**src/rtl/core/apwrm_pkg.sv**
```systemverilog
`timescale 1ns / 1ps
// ----------------------------------------------------------------------------
// apwrm_pkg: shared types and constants of the windowed RMS and peak meter
// Holds the controller states, the command and status bundles between the
// controller and the datapath, and the fixed field widths.
// ----------------------------------------------------------------------------
package apwrm_pkg;

	// Field widths fixed by the interface.
	localparam int SampleW  = 32;
	localparam int PeakW    = 31;
	localparam int BoostW   = 33;
	localparam int BitsW    = 6;
	localparam int WindowW  = 24;
	localparam int CfgAddrW = 1;
	localparam int CfgDataW = 24;

	// Configuration register indexes.
	localparam logic [CfgAddrW-1:0] CFG_BITS_PER_SAMPLE = 1'b0;
	localparam logic [CfgAddrW-1:0] CFG_WINDOW_LENGTH   = 1'b1;

	// Reset values of the configuration registers.
	localparam logic [BitsW-1:0]   BITS_RESET   = 6'd16;
	localparam logic [WindowW-1:0] WINDOW_RESET = 24'd441000;

	// Last step indexes of the shared divider and the square root unit.
	localparam int StepW = 6;
	localparam logic [StepW-1:0] DIV_LAST  = 6'd32;
	localparam logic [StepW-1:0] SQRT_LAST = 6'd15;

	// Headroom factor and its saturated value.
	localparam logic [BoostW-1:0] BOOST_FACTOR = 33'd3;
	localparam logic [BoostW-1:0] BOOST_TOP    = '1;

	// Controller states.
	typedef enum logic [2:0] {
		ST_IDLE,
		ST_DECODE,
		ST_ACC,
		ST_DIV,
		ST_SQRT,
		ST_OUT
	} state_t;

	// Commands from the controller to the datapath.
	typedef struct packed {
		logic load_in;
		logic sample_mul;
		logic rep_load;
		logic acc;
		logic div_step;
		logic sqrt_step;
		logic out_load;
	} cmd_t;

	// Status from the datapath to the controller.
	typedef struct packed {
		logic is_ch0;
		logic is_report;
		logic win_hit;
		logic peak_zero;
		logic out_free;
	} status_t;

endpackage

```
**src/rtl/core/apwrm_ctrl.sv**
```systemverilog
`timescale 1ns / 1ps
// ----------------------------------------------------------------------------
// apwrm_ctrl: sequencing controller of the meter
// Steps each accepted transaction through decode and, as needed, accumulation,
// the shared divider and the square root unit, then to the output register.
// ----------------------------------------------------------------------------
module apwrm_ctrl (
	input  logic              clk,
	input  logic              arst_n,
	input  logic              in_valid,
	output logic              in_ready,
	input  apwrm_pkg::status_t status,
	output apwrm_pkg::cmd_t    cmd
);
	import apwrm_pkg::*;

	state_t            state_q, state_d;
	logic [StepW-1:0]  step_q, step_d;

	// State and iteration counter registers.
	always_ff @(posedge clk or negedge arst_n) begin
		if (!arst_n) begin
			state_q <= ST_IDLE;
			step_q  <= '0;
		end else begin
			state_q <= state_d;
			step_q  <= step_d;
		end
	end

	// Next state and command decode.
	always_comb begin
		state_d  = state_q;
		step_d   = '0;
		cmd      = '0;
		in_ready = 1'b0;
		unique case (state_q)
			ST_IDLE: begin
				in_ready = 1'b1;
				if (in_valid) begin
					cmd.load_in = 1'b1;
					state_d     = ST_DECODE;
				end
			end
			ST_DECODE: begin
				if (!status.is_ch0) begin
					state_d = ST_OUT;
				end else if (status.is_report) begin
					cmd.rep_load = 1'b1;
					state_d      = status.peak_zero ? ST_OUT : ST_DIV;
				end else begin
					cmd.sample_mul = 1'b1;
					state_d        = ST_ACC;
				end
			end
			ST_ACC: begin
				cmd.acc = 1'b1;
				state_d = status.win_hit ? ST_DIV : ST_OUT;
			end
			ST_DIV: begin
				cmd.div_step = 1'b1;
				if (step_q == DIV_LAST) begin
					state_d = status.is_report ? ST_OUT : ST_SQRT;
				end else begin
					step_d = step_q + 1'b1;
				end
			end
			ST_SQRT: begin
				cmd.sqrt_step = 1'b1;
				if (step_q == SQRT_LAST) begin
					state_d = ST_OUT;
				end else begin
					step_d = step_q + 1'b1;
				end
			end
			ST_OUT: begin
				if (status.out_free) begin
					cmd.out_load = 1'b1;
					state_d      = ST_IDLE;
				end
			end
			default: begin
				state_d = ST_IDLE;
			end
		endcase
	end

endmodule

```
**src/rtl/core/apwrm_dp.sv**
```systemverilog
`timescale 1ns / 1ps
// ----------------------------------------------------------------------------
// apwrm_dp: datapath of the meter
// Holds configuration, peak, square sum and window count, a squaring
// multiplier, a shared restoring divider, a bit-pair square root unit and
// the output register.
// ----------------------------------------------------------------------------
module apwrm_dp #(
	parameter int SAMPLE_BITS = 32
) (
	input  logic                                  clk,
	input  logic                                  arst_n,
	input  logic                                  kind,
	input  logic signed [apwrm_pkg::SampleW-1:0]  sample,
	input  logic [2:0]                            channel,
	input  logic                                  cfg_we,
	input  logic [apwrm_pkg::CfgAddrW-1:0]        cfg_addr,
	input  logic [apwrm_pkg::CfgDataW-1:0]        cfg_wdata,
	input  apwrm_pkg::cmd_t                       cmd,
	output apwrm_pkg::status_t                    status,
	output logic                                  out_valid,
	input  logic                                  out_ready,
	output logic signed [apwrm_pkg::SampleW-1:0]  sample_out,
	output logic                                  window_done,
	output logic [apwrm_pkg::SampleW-1:0]         rms_value,
	output logic [apwrm_pkg::SampleW-1:0]         square_sum,
	output logic [apwrm_pkg::PeakW-1:0]           peak_level,
	output logic                                  report_valid,
	output logic [apwrm_pkg::BoostW-1:0]          boost
);
	import apwrm_pkg::*;

	// Configuration and measurement state.
	logic [BitsW-1:0]          bits_q;
	logic [WindowW-1:0]        window_q;
	logic [PeakW-1:0]          peak_q;
	logic [SampleW-1:0]        acc_q;
	logic [WindowW-1:0]        count_q;

	// Captured transaction and per-item flags.
	logic                      kind_q;
	logic signed [SampleW-1:0] sample_q;
	logic [2:0]                channel_q;
	logic                      done_q;
	logic                      rep_q;
	logic                      boost_top_q;

	// Arithmetic registers.
	logic [2*SampleW-1:0]      sq_q;
	logic [SampleW-1:0]        sum_hold_q;
	logic [BoostW-1:0]         quo_q;
	logic [SampleW-1:0]        rem_q;
	logic [SampleW-1:0]        dvs_q;
	logic [SampleW-1:0]        res_q;
	logic [SampleW-1:0]        bit_q;
	logic                      out_valid_q;

	// Derived values.
	logic [BitsW-1:0]          eff_bits;
	logic [4:0]                shift;
	logic [BoostW-1:0]         maxv;
	logic [BoostW-1:0]         maxv3;
	logic [SampleW-1:0]        raw_mag;
	logic [PeakW-1:0]          mag;
	logic signed [SampleW-1:0] scaled;
	logic [SampleW-1:0]        smag;
	logic [2*SampleW-1:0]      sq_full;
	logic [SampleW:0]          sum33;
	logic [SampleW-1:0]        sum_sat;
	logic [WindowW-1:0]        count_next;
	logic [WindowW-1:0]        win;
	logic                      hit;
	logic [BoostW-1:0]         rem_sh;
	logic                      div_ge;
	logic [SampleW-1:0]        sqrt_t;
	logic                      sqrt_ge;
	logic [SampleW-1:0]        rms_calc;
	logic [BoostW-1:0]         boost_calc;

	// Effective sample width, clamped to the supported range.
	always_comb begin
		if (bits_q < 6'd8) begin
			eff_bits = 6'd8;
		end else if (bits_q > BitsW'(SAMPLE_BITS)) begin
			eff_bits = BitsW'(SAMPLE_BITS);
		end else begin
			eff_bits = bits_q;
		end
	end
	assign shift = eff_bits[5:1];

	// Full-scale value times the headroom factor.
	assign maxv  = (33'd1 << (eff_bits - 6'd1)) - 33'd1;
	assign maxv3 = maxv + {maxv[BoostW-2:0], 1'b0};

	// Saturated magnitude for the peak hold.
	assign raw_mag = sample_q[SampleW-1] ? (~sample_q + 1'b1) : sample_q;
	assign mag     = raw_mag[SampleW-1] ? '1 : raw_mag[PeakW-1:0];

	// Scaled magnitude and its square.
	assign scaled  = sample_q >>> shift;
	assign smag    = scaled[SampleW-1] ? (~scaled + 1'b1) : scaled;
	assign sq_full = smag * smag;

	// Saturating accumulation and window test.
	assign sum33      = {1'b0, acc_q} + {1'b0, sq_q[SampleW-1:0]};
	assign sum_sat    = ((|sq_q[2*SampleW-1:SampleW]) || sum33[SampleW]) ? '1
	                    : sum33[SampleW-1:0];
	assign count_next = count_q + 1'b1;
	assign win        = (window_q == '0) ? 24'd1 : window_q;
	assign hit        = count_next >= win;

	// One restoring division step; the remainder always stays below the divisor.
	assign rem_sh = {rem_q, quo_q[BoostW-1]};
	assign div_ge = rem_sh >= {1'b0, dvs_q};

	// One square root step; the quotient register holds the radicand.
	assign sqrt_t  = res_q + bit_q;
	assign sqrt_ge = quo_q[SampleW-1:0] >= sqrt_t;

	// Final results of the two long operations.
	assign rms_calc   = {16'd0, res_q[15:0]} << shift;
	assign boost_calc = boost_top_q ? BOOST_TOP
	                    : ((quo_q >= BOOST_FACTOR) ? (quo_q - BOOST_FACTOR) : '0);

	// Status toward the controller.
	assign status.is_ch0    = channel_q == 3'd0;
	assign status.is_report = kind_q;
	assign status.win_hit   = hit;
	assign status.peak_zero = peak_q == '0;
	assign status.out_free  = !out_valid_q || out_ready;

	// Configuration registers.
	always_ff @(posedge clk or negedge arst_n) begin
		if (!arst_n) begin
			bits_q   <= BITS_RESET;
			window_q <= WINDOW_RESET;
		end else if (cfg_we) begin
			unique case (cfg_addr)
				CFG_BITS_PER_SAMPLE: bits_q   <= cfg_wdata[BitsW-1:0];
				CFG_WINDOW_LENGTH:   window_q <= cfg_wdata;
				default: ;
			endcase
		end
	end

	// Measurement state and per-item flags.
	always_ff @(posedge clk or negedge arst_n) begin
		if (!arst_n) begin
			peak_q      <= '0;
			acc_q       <= '0;
			count_q     <= '0;
			done_q      <= 1'b0;
			rep_q       <= 1'b0;
			boost_top_q <= 1'b0;
		end else begin
			if (cmd.load_in) begin
				done_q      <= 1'b0;
				rep_q       <= 1'b0;
				boost_top_q <= 1'b0;
			end
			if (cmd.sample_mul && (mag > peak_q)) begin
				peak_q <= mag;
			end
			if (cmd.rep_load) begin
				rep_q       <= 1'b1;
				boost_top_q <= peak_q == '0;
			end
			if (cmd.acc) begin
				done_q  <= hit;
				acc_q   <= hit ? '0 : sum_sat;
				count_q <= hit ? '0 : count_next;
			end
		end
	end

	// Captured transaction, product and the shared divider and root unit.
	always_ff @(posedge clk) begin
		if (cmd.load_in) begin
			kind_q    <= kind;
			sample_q  <= sample;
			channel_q <= channel;
		end
		if (cmd.sample_mul) begin
			sq_q <= sq_full;
		end
		if (cmd.acc) begin
			sum_hold_q <= sum_sat;
			quo_q      <= {1'b0, sum_sat};
			rem_q      <= '0;
			dvs_q      <= {8'd0, win};
			res_q      <= '0;
			bit_q      <= 32'h4000_0000;
		end
		if (cmd.rep_load) begin
			quo_q <= maxv3;
			rem_q <= '0;
			dvs_q <= {1'b0, peak_q};
		end
		if (cmd.div_step) begin
			quo_q <= {quo_q[BoostW-2:0], div_ge};
			rem_q <= div_ge ? SampleW'(rem_sh - {1'b0, dvs_q}) : rem_sh[SampleW-1:0];
		end
		if (cmd.sqrt_step) begin
			if (sqrt_ge) begin
				quo_q <= {1'b0, quo_q[SampleW-1:0] - sqrt_t};
				res_q <= (res_q >> 1) + bit_q;
			end else begin
				res_q <= res_q >> 1;
			end
			bit_q <= bit_q >> 2;
		end
	end

	// Output register valid flag.
	always_ff @(posedge clk or negedge arst_n) begin
		if (!arst_n) begin
			out_valid_q <= 1'b0;
		end else if (cmd.out_load) begin
			out_valid_q <= 1'b1;
		end else if (out_ready) begin
			out_valid_q <= 1'b0;
		end
	end

	// Output register payload.
	always_ff @(posedge clk) begin
		if (cmd.out_load) begin
			sample_out   <= sample_q;
			window_done  <= done_q;
			rms_value    <= done_q ? rms_calc : '0;
			square_sum   <= done_q ? sum_hold_q : acc_q;
			peak_level   <= peak_q;
			report_valid <= rep_q;
			boost        <= rep_q ? boost_calc : '0;
		end
	end

	assign out_valid = out_valid_q;

endmodule

```
**src/rtl/core/audio_peak_windowed_rms_meter.sv**
```systemverilog
`timescale 1ns / 1ps
// ----------------------------------------------------------------------------
// audio_peak_windowed_rms_meter: windowed RMS and peak level meter
// Passes every sample through, tracks the channel 0 peak and windowed sum of
// scaled squares, and reports RMS at window end and headroom on request.
// ----------------------------------------------------------------------------
// Path of a transaction: other channels, and a report while the peak is zero,
// go from decode to the output register; a channel 0 sample passes through
// accumulation; a window close adds the divider and the square root unit (33
// divider steps and 16 square root steps); a report with a nonzero peak adds
// the divider (33 divider steps). One transaction is in work at a time; the
// next is taken in the cycle after the output register is loaded.
// Reset: bits_per_sample 16, window_length 441000, peak, sum and count zero.
module audio_peak_windowed_rms_meter #(
	parameter int SAMPLE_BITS = 32
) (
	input  logic                                  clk,
	input  logic                                  arst_n,
	input  logic                                  in_valid,
	output logic                                  in_ready,
	input  logic                                  kind,
	input  logic signed [apwrm_pkg::SampleW-1:0]  sample,
	input  logic [2:0]                            channel,
	output logic                                  out_valid,
	input  logic                                  out_ready,
	output logic signed [apwrm_pkg::SampleW-1:0]  sample_out,
	output logic                                  window_done,
	output logic [apwrm_pkg::SampleW-1:0]         rms_value,
	output logic [apwrm_pkg::SampleW-1:0]         square_sum,
	output logic [apwrm_pkg::PeakW-1:0]           peak_level,
	output logic                                  report_valid,
	output logic [apwrm_pkg::BoostW-1:0]          boost,
	input  logic                                  cfg_we,
	input  logic [apwrm_pkg::CfgAddrW-1:0]        cfg_addr,
	input  logic [apwrm_pkg::CfgDataW-1:0]        cfg_wdata
);
	import apwrm_pkg::*;

	cmd_t    cmd;
	status_t status;

	// Sequencing controller.
	apwrm_ctrl u_ctrl (
		.clk      (clk),
		.arst_n   (arst_n),
		.in_valid (in_valid),
		.in_ready (in_ready),
		.status   (status),
		.cmd      (cmd)
	);

	// Arithmetic, state and output register.
	apwrm_dp #(
		.SAMPLE_BITS (SAMPLE_BITS)
	) u_dp (
		.clk          (clk),
		.arst_n       (arst_n),
		.kind         (kind),
		.sample       (sample),
		.channel      (channel),
		.cfg_we       (cfg_we),
		.cfg_addr     (cfg_addr),
		.cfg_wdata    (cfg_wdata),
		.cmd          (cmd),
		.status       (status),
		.out_valid    (out_valid),
		.out_ready    (out_ready),
		.sample_out   (sample_out),
		.window_done  (window_done),
		.rms_value    (rms_value),
		.square_sum   (square_sum),
		.peak_level   (peak_level),
		.report_valid (report_valid),
		.boost        (boost)
	);

`ifndef ASSERT_OFF
	// Once a transaction is taken, the block is busy in the next cycle.
	a_busy_after_accept: assert property (@(posedge clk) disable iff (!arst_n)
		in_valid && in_ready |=> !in_ready)
		else $error("input accepted while a transaction was in work");

	// A result never closes a window and answers a report at once.
	a_done_xor_report: assert property (@(posedge clk) disable iff (!arst_n)
		out_valid |-> !(window_done && report_valid))
		else $error("window close and report flagged together");

	// RMS is zero unless a window closed.
	a_rms_zero: assert property (@(posedge clk) disable iff (!arst_n)
		out_valid && !window_done |-> rms_value == '0)
		else $error("nonzero rms without window close");

	// Boost is zero unless a report was answered.
	a_boost_zero: assert property (@(posedge clk) disable iff (!arst_n)
		out_valid && !report_valid |-> boost == '0)
		else $error("nonzero boost without report");
`endif

endmodule

```
**config.mk**
```make
export PLATFORM = sky130hd
export DESIGN_NAME = audio_peak_windowed_rms_meter
export DESIGN_NICKNAME = d
export VERILOG_FILES = /design/src/rtl/core/apwrm_pkg.sv /design/src/rtl/core/apwrm_ctrl.sv /design/src/rtl/core/apwrm_dp.sv /design/src/rtl/core/audio_peak_windowed_rms_meter.sv
export SDC_FILE = /design/constraint.sdc
export NUM_CORES = 2
export LEC_CHECK = 0
export ABC_AREA = 1
export BUFFER_PORTS_ARGS = -buffer_cell sky130_fd_sc_hd__buf_2
export CORE_ASPECT_RATIO = 0.6
export CORE_MARGIN = 2
export CORE_UTILIZATION = 60
export CTS_CLUSTER_DIAMETER = 100
export DETAILED_ROUTE_END_ITERATION = 7
export GPL_TIMING_DRIVEN = 0
export PLACE_DENSITY = 0.8
export SYNTH_ARGS = -nofsm -noshare
export SYNTH_HDL_FRONTEND = slang
export SYNTH_HIERARCHICAL = 1
export SYNTH_SLANG_ARGS = --single-unit
```
**constraint.sdc**
```tcl
create_clock -name clk -period 11.95 [get_ports clk]
set_clock_uncertainty 0.05 [all_clocks]
set_input_delay 1.195 -clock clk [delete_from_list [all_inputs] [get_ports clk]]
set_output_delay 1.195 -clock clk [all_outputs]
set_load 0.005 [all_outputs]
```
# == Yosys cells after proc, flatten, opt, wreduce, memory -nomap -nowiden ==
# Index checks and enable logic that the tools add are counted.
# classes
n_addsub,13
mul,1
order_cmp,7
eq_ne,11
shifts,3
n_mux,58
bitwise,3
reduce_logical,18
# op_table
op,n
2-to-1 mux 32 bit,11
2-to-1 mux 33 bit,7
2-to-1 mux 31 bit,3
adder 32 x 1 -> 32 bit (second input constant),2
multiplier 32 x 32 -> 64 bit,1
NOT 32 bit,2
2-to-1 mux 29 bit,2
2-to-1 mux 24 bit,2
adder 32 x 32 -> 33 bit,1
adder 33 bit,1
>= comparator 33 x 2 -> 1 bit (second input constant),1
>= comparator 33 x 31 -> 1 bit,1
<< shifter 1 x 6 -> 33 bit (first input constant),1
subtractor 33 x 1 -> 33 bit (second input constant),1
subtractor 33 x 2 -> 33 bit (second input constant),1
adder 31 x 31 -> 32 bit,1
adder 32 x 31 -> 32 bit,1
>= comparator 32 bit,1
OR reduction 32 bit,1
<< shifter 16 x 5 -> 32 bit,1
>>> shifter 32 x 5 -> 32 bit,1
subtractor 32 x 31 -> 32 bit,1
subtractor 32 bit,1
greater-than comparator 31 bit,1
30 further kinds,68
# totals
ff_bits,568
inputBits,66
output_inout_bits,164
elab_cells,143

# == Logic depth before layout (Yosys ltp) ==
# depth
word_depth,11
mapped_depth,59
depth_no_buf,57

# == Cells and area by module ==
# The synthesis kept the hierarchy.
# by_module_without_submodules
mod,instances,cells_each,area_per_inst_um2,seq_area_each_um2
apwrm_dp,1,7835,65367.7,15823.9
apwrm_ctrl,1,96,625.6,225.2

# == Least setup slack after synthesis ==
# No wires, ideal clock.
# synth_path
kind,register -> register
startpoint,reg u_dp.bits_q[4]
endpoint,reg u_dp.sq_q[52] (data pin)
setup_time_ns,0.260
arrival_ns,8.998
t_required_ns,11.640
setup_slack_ns,2.642
path_stages_with_launch,53
path_buffers,3
period_less_slack_ns,9.308
cell_sequence,dfstp_2 -> inv_2 -> nand2_4 -> nand2_2 -> buf_6 -> nand2_1 -> nand3_1 -> nand2_1 -> nand2_1 -> nand2_1 -> nand2_1 -> nand2_1 -> nand2_1 -> nand2_2 -> clkbuf_1 -> ha_1 -> nand3_1 -> nor2_2 -> [17 not listed] -> inv_1 -> fa_1 -> fa_1 -> inv_1 -> fa_1 -> inv_1 -> ha_1 -> nand2_1 -> nor2_1 -> inv_1 -> o21ai_0 -> o21bai_1 -> a21oi_1 -> or2_2 -> o21ai_0 -> nand2_1 -> nand2_1 -> xor2_1
# synth_via
elab_chain_cells,8
word_cells_on_any_way,9
cone_classes,add/sub: 1; mul: 1; order compare: 2; shift: 1; mux: 3; bitwise: 1
# synth_lines
item,line_no,source
from (decl),apwrm_dp.sv:34,logic [BitsW-1:0] bits_q;
from (signal assigned),apwrm_dp.sv:140,CFG_BITS_PER_SAMPLE: bits_q <= cfg_wdata[BitsW-1:0];
greater-than comparator 6 bit,apwrm_dp.sv:84,end else if (bits_q > BitsW'(SAMPLE_BITS)) begin
2-to-1 mux 6 bit,apwrm_dp.sv:84,
2-to-1 mux 6 bit (*),apwrm_dp.sv:82,if (bits_q < 6'd8) begin
>>> shifter 32 x 5 -> 32 bit (*),apwrm_dp.sv:101,assign scaled = sample_q >>> shift;
NOT 32 bit,apwrm_dp.sv:102,assign smag = scaled[SampleW-1] ? (~scaled + 1'b1) : scaled;
adder 32 x 1 -> 32 bit,apwrm_dp.sv:102,
2-to-1 mux 32 bit (*),apwrm_dp.sv:102,
multiplier 32 x 32 -> 64 bit (*),apwrm_dp.sv:103,assign sq_full = smag * smag;
via u_dp.sq_full[52],apwrm_dp.sv:67,logic [2*SampleW-1:0] sq_full;
to (signal assigned),apwrm_dp.sv:185,sq_q <= sq_full;
to (decl),apwrm_dp.sv:49,logic [2*SampleW-1:0] sq_q;
# The timed path passes the listed nets; every way through them passes the cells marked *.
# A chain may end at the register's enable or synchronous reset.

# == Worst setup path after layout ==
# Ends and elaborated chain as after synthesis.

==> flow_summary.ini <==
[route]
drtIter0Drc = 7952
wl_per_cell_um = 22.8
num_vias = 58500
first_pass_iters = 7
postRouteAntennaNets = 0
drt_wl_total_um = 227000
drc = 0
routed_via_density = 5.87

[cts]
clk_pin_slew_ps = 70
cts_buffers = 56
cts_htree_levels = 2
clk-insertion-delay-late_ps = 690
root_buffer = clkbuf_16
ctsHoldBuffers = 0
cts_sinks = 567
cts_tree = built
clockBufferDepth = 3

[yosys]
syn_area_um2 = 66000
synth_flop_cell = edfxtp_1
ys_seq_area_share_pct = 24.3
ys_top_cells_by_area = fa_1, edfxtp_1, ha_1
synth-seq-cells = 567
avgSynthCellArea_um2 = 8.32
postSynthCellCount = 7931
synth_top_area_share_pct = 24.2
synth_top_area_cell = fa_1
ys_warn_count = 6
ys_types = 69
synth-edff-count = 403
async_reset_ff_share_pct = 22.9

[placed_design]
port_buffers = 229
hpwl_um = 190000
dpl.cell_count = 9838
place_congestion = 1.08

[global_route]
grt_antenna_before_repair = 13
grt_max_degree = 90
grt_pass1_vias = 55800
grt_pass1_wl_um = 341000
track_usage_pct = 40.4
grt_overflow = 0

[floorplanning]
start_util_pct = 60.3
core-area_um2 = 109000
die_y_um = 261
die-area_um2 = 113000
std_cell_rows = 94
die_w_um = 432
ios = 230

[flow_run]
maxCapViolCount = 0

[cells_and_area]
fill_cells = 9227
nets = 9823
layout_commonest_cell = inv_1
layout-drive-gt1-share_pct = 7.54
multi_input_area_um2 = 43700
area_growth_pct = 9.28
stdcell_count = 9955
register_area_um2 = 16000
final_cell_mix = inv_1, nand2_1, fa_1

[sta]
slew_headroom_pct = 12.3
tightestPinTransition_ps = 1310
fin_crit_ps = 11610
finalCritPeriodShare_pct = 97.2
rsz0062_at_grt = false
slew_violations = 0
hold_viol = 0
fmax_ghz = 0.0861
finalSetupViolations = 0

[worst_setup_path]
r2r_start = u_dp/bits_q[4]
arrival_ps = 12000
slowest_stage = fa_1
end_kind = flop
worstSetupPathType = flop to flop
startpoint = u_dp/bits_q[4]
required_ps = 12330
cp-start-kind = flop
critical-path-max-stage-delay_ps = 680
rrSetupSlack_ps = 340
critPathMaxFanout = 15
critPathMostFrequentCell = nand2_1

[min_path]
min_path_type = primary input to async pin

[run_status]
outcome = completed
==> worst paths after layout <==
check,end,cells after the start
max in group asynchronous,u_dp/acc_q[9],2
hold reg to reg,u_ctrl/step_q[0],1
min in group clk,u_ctrl/step_q[0],1
setup reg to reg,u_dp/sq_q[52],44
hold / removal,u_dp/out_valid,1
setup / recovery,u_dp/sq_q[52],44
==> per-stage QoR <==
step | util, % | area [um2] | setup TNS (ps) | hold WS [ps] | setup WS [ps]
floorplan | - | 66800 | 0 | 376 | 2640
global placement | 63.8 | 69800 | -131600 | 417 | -871
detailed placement | 64.1 | 70100 | -3930 | 413 | -699
CTS | 65.8 | 72000 | 0 | 388 | 19.5
global route | 65.9 | 72100 | 0 | 410 | 6.25
finish | 65.9 | 72100 | 0 | 390 | 337
==> layout make-up <==
cell class	count	area share (%)
clock inverters	32	0.453
diodes	9	0.0312
well taps	1440	2.50
repair buffers	245	2.02
clock buffers	74	2.14
multi-input cells	5739	60.6
flip-flops and latches	567	22.3
plain buffers	221	1.50
inverters	1628	8.49
==> registers in the layout, indices dropped and copies added, names as in the netlist, 31 cells and up <==
signal,count
u_dp/square_sum,32
u_dp/sample_out,32
u_dp/peak_q,31
u_dp/rem_q,32
u_dp/quo_q,33
u_dp/dvs_q,31
u_dp/sample_q,32
u_dp/sum_hold_q,32
u_dp/peak_level,31
u_dp/res_q,32
u_dp/boost,33
u_dp/rms_value,32
u_dp/acc_q,32
u_dp/sq_q,63
==> cell families after synthesis <==
kind of cell             share of synthesized area [%]
AND/OR/NAND/NOR                                   17.8
buffers and inverters                             10.9
adder cells (fa/ha/maj)                           33.7
AO/OA/AOI/OAI                                     9.91
flip-flops                                        24.3
XOR/XNOR                                          3.34
multiplexers                                    0.0607
other                                           0.0114
==> metal layers <==
metal / global-route usage [%] / up-vias / wire [um]
met4: 8.32 / 10 / 5290
li1: - / 26100 / -
met3: 20.2 / 355 / 39800
met1: 61.8 / 28200 / 99000
met2: 50.1 / 3879 / 82400
met5: 0 / - / 160
==> critical path: cells and delay by family, from the launching register on <==
kind | cells | cell delay, ps
simple gates | 18 | 2360
flops | 1 | 650
xor+xnor | 2 | 720
compound gates | 4 | 1010
buf+inv | 10 | 1730
fa+ha+maj | 10 | 4790
==> cells in the mapped netlist (all sizes together), types with 5 or more instances <==
| cell | instances |
|---|---|
| dfxtp | 34 |
| or2 | 21 |
| xnor2 | 97 |
| dfrtp | 119 |
| a31oi | 36 |
| dfstp | 11 |
| nand3 | 401 |
| a221oi | 10 |
| o21a | 13 |
| o221ai | 5 |
| o31ai | 8 |
| fa | 799 |
| o2111ai | 13 |
| edfxtp | 403 |
| inv | 1617 |
| a211oi | 14 |
| o22ai | 12 |
| a21boi | 18 |
| nand3b | 13 |
| o21bai | 29 |
| a21o | 20 |
| nand4 | 70 |
| nor4 | 41 |
| clkinv | 11 |
| clkbuf | 136 |
| nor2 | 685 |
| nand2 | 1447 |
| o211ai | 23 |
| nor3 | 75 |
| o21ai | 482 |
| xor2 | 153 |
| buf | 86 |
| a21oi | 498 |
| ha | 500 |
==> repair_timing <==
item                                    CTS  global route
buffers inserted                          0             3
resized for setup                         1            43
endpoints found under the setup margin   19            22
Power is not shown: default switching activity piles up to over one toggle a cycle in this logic, so the estimate is an artifact.
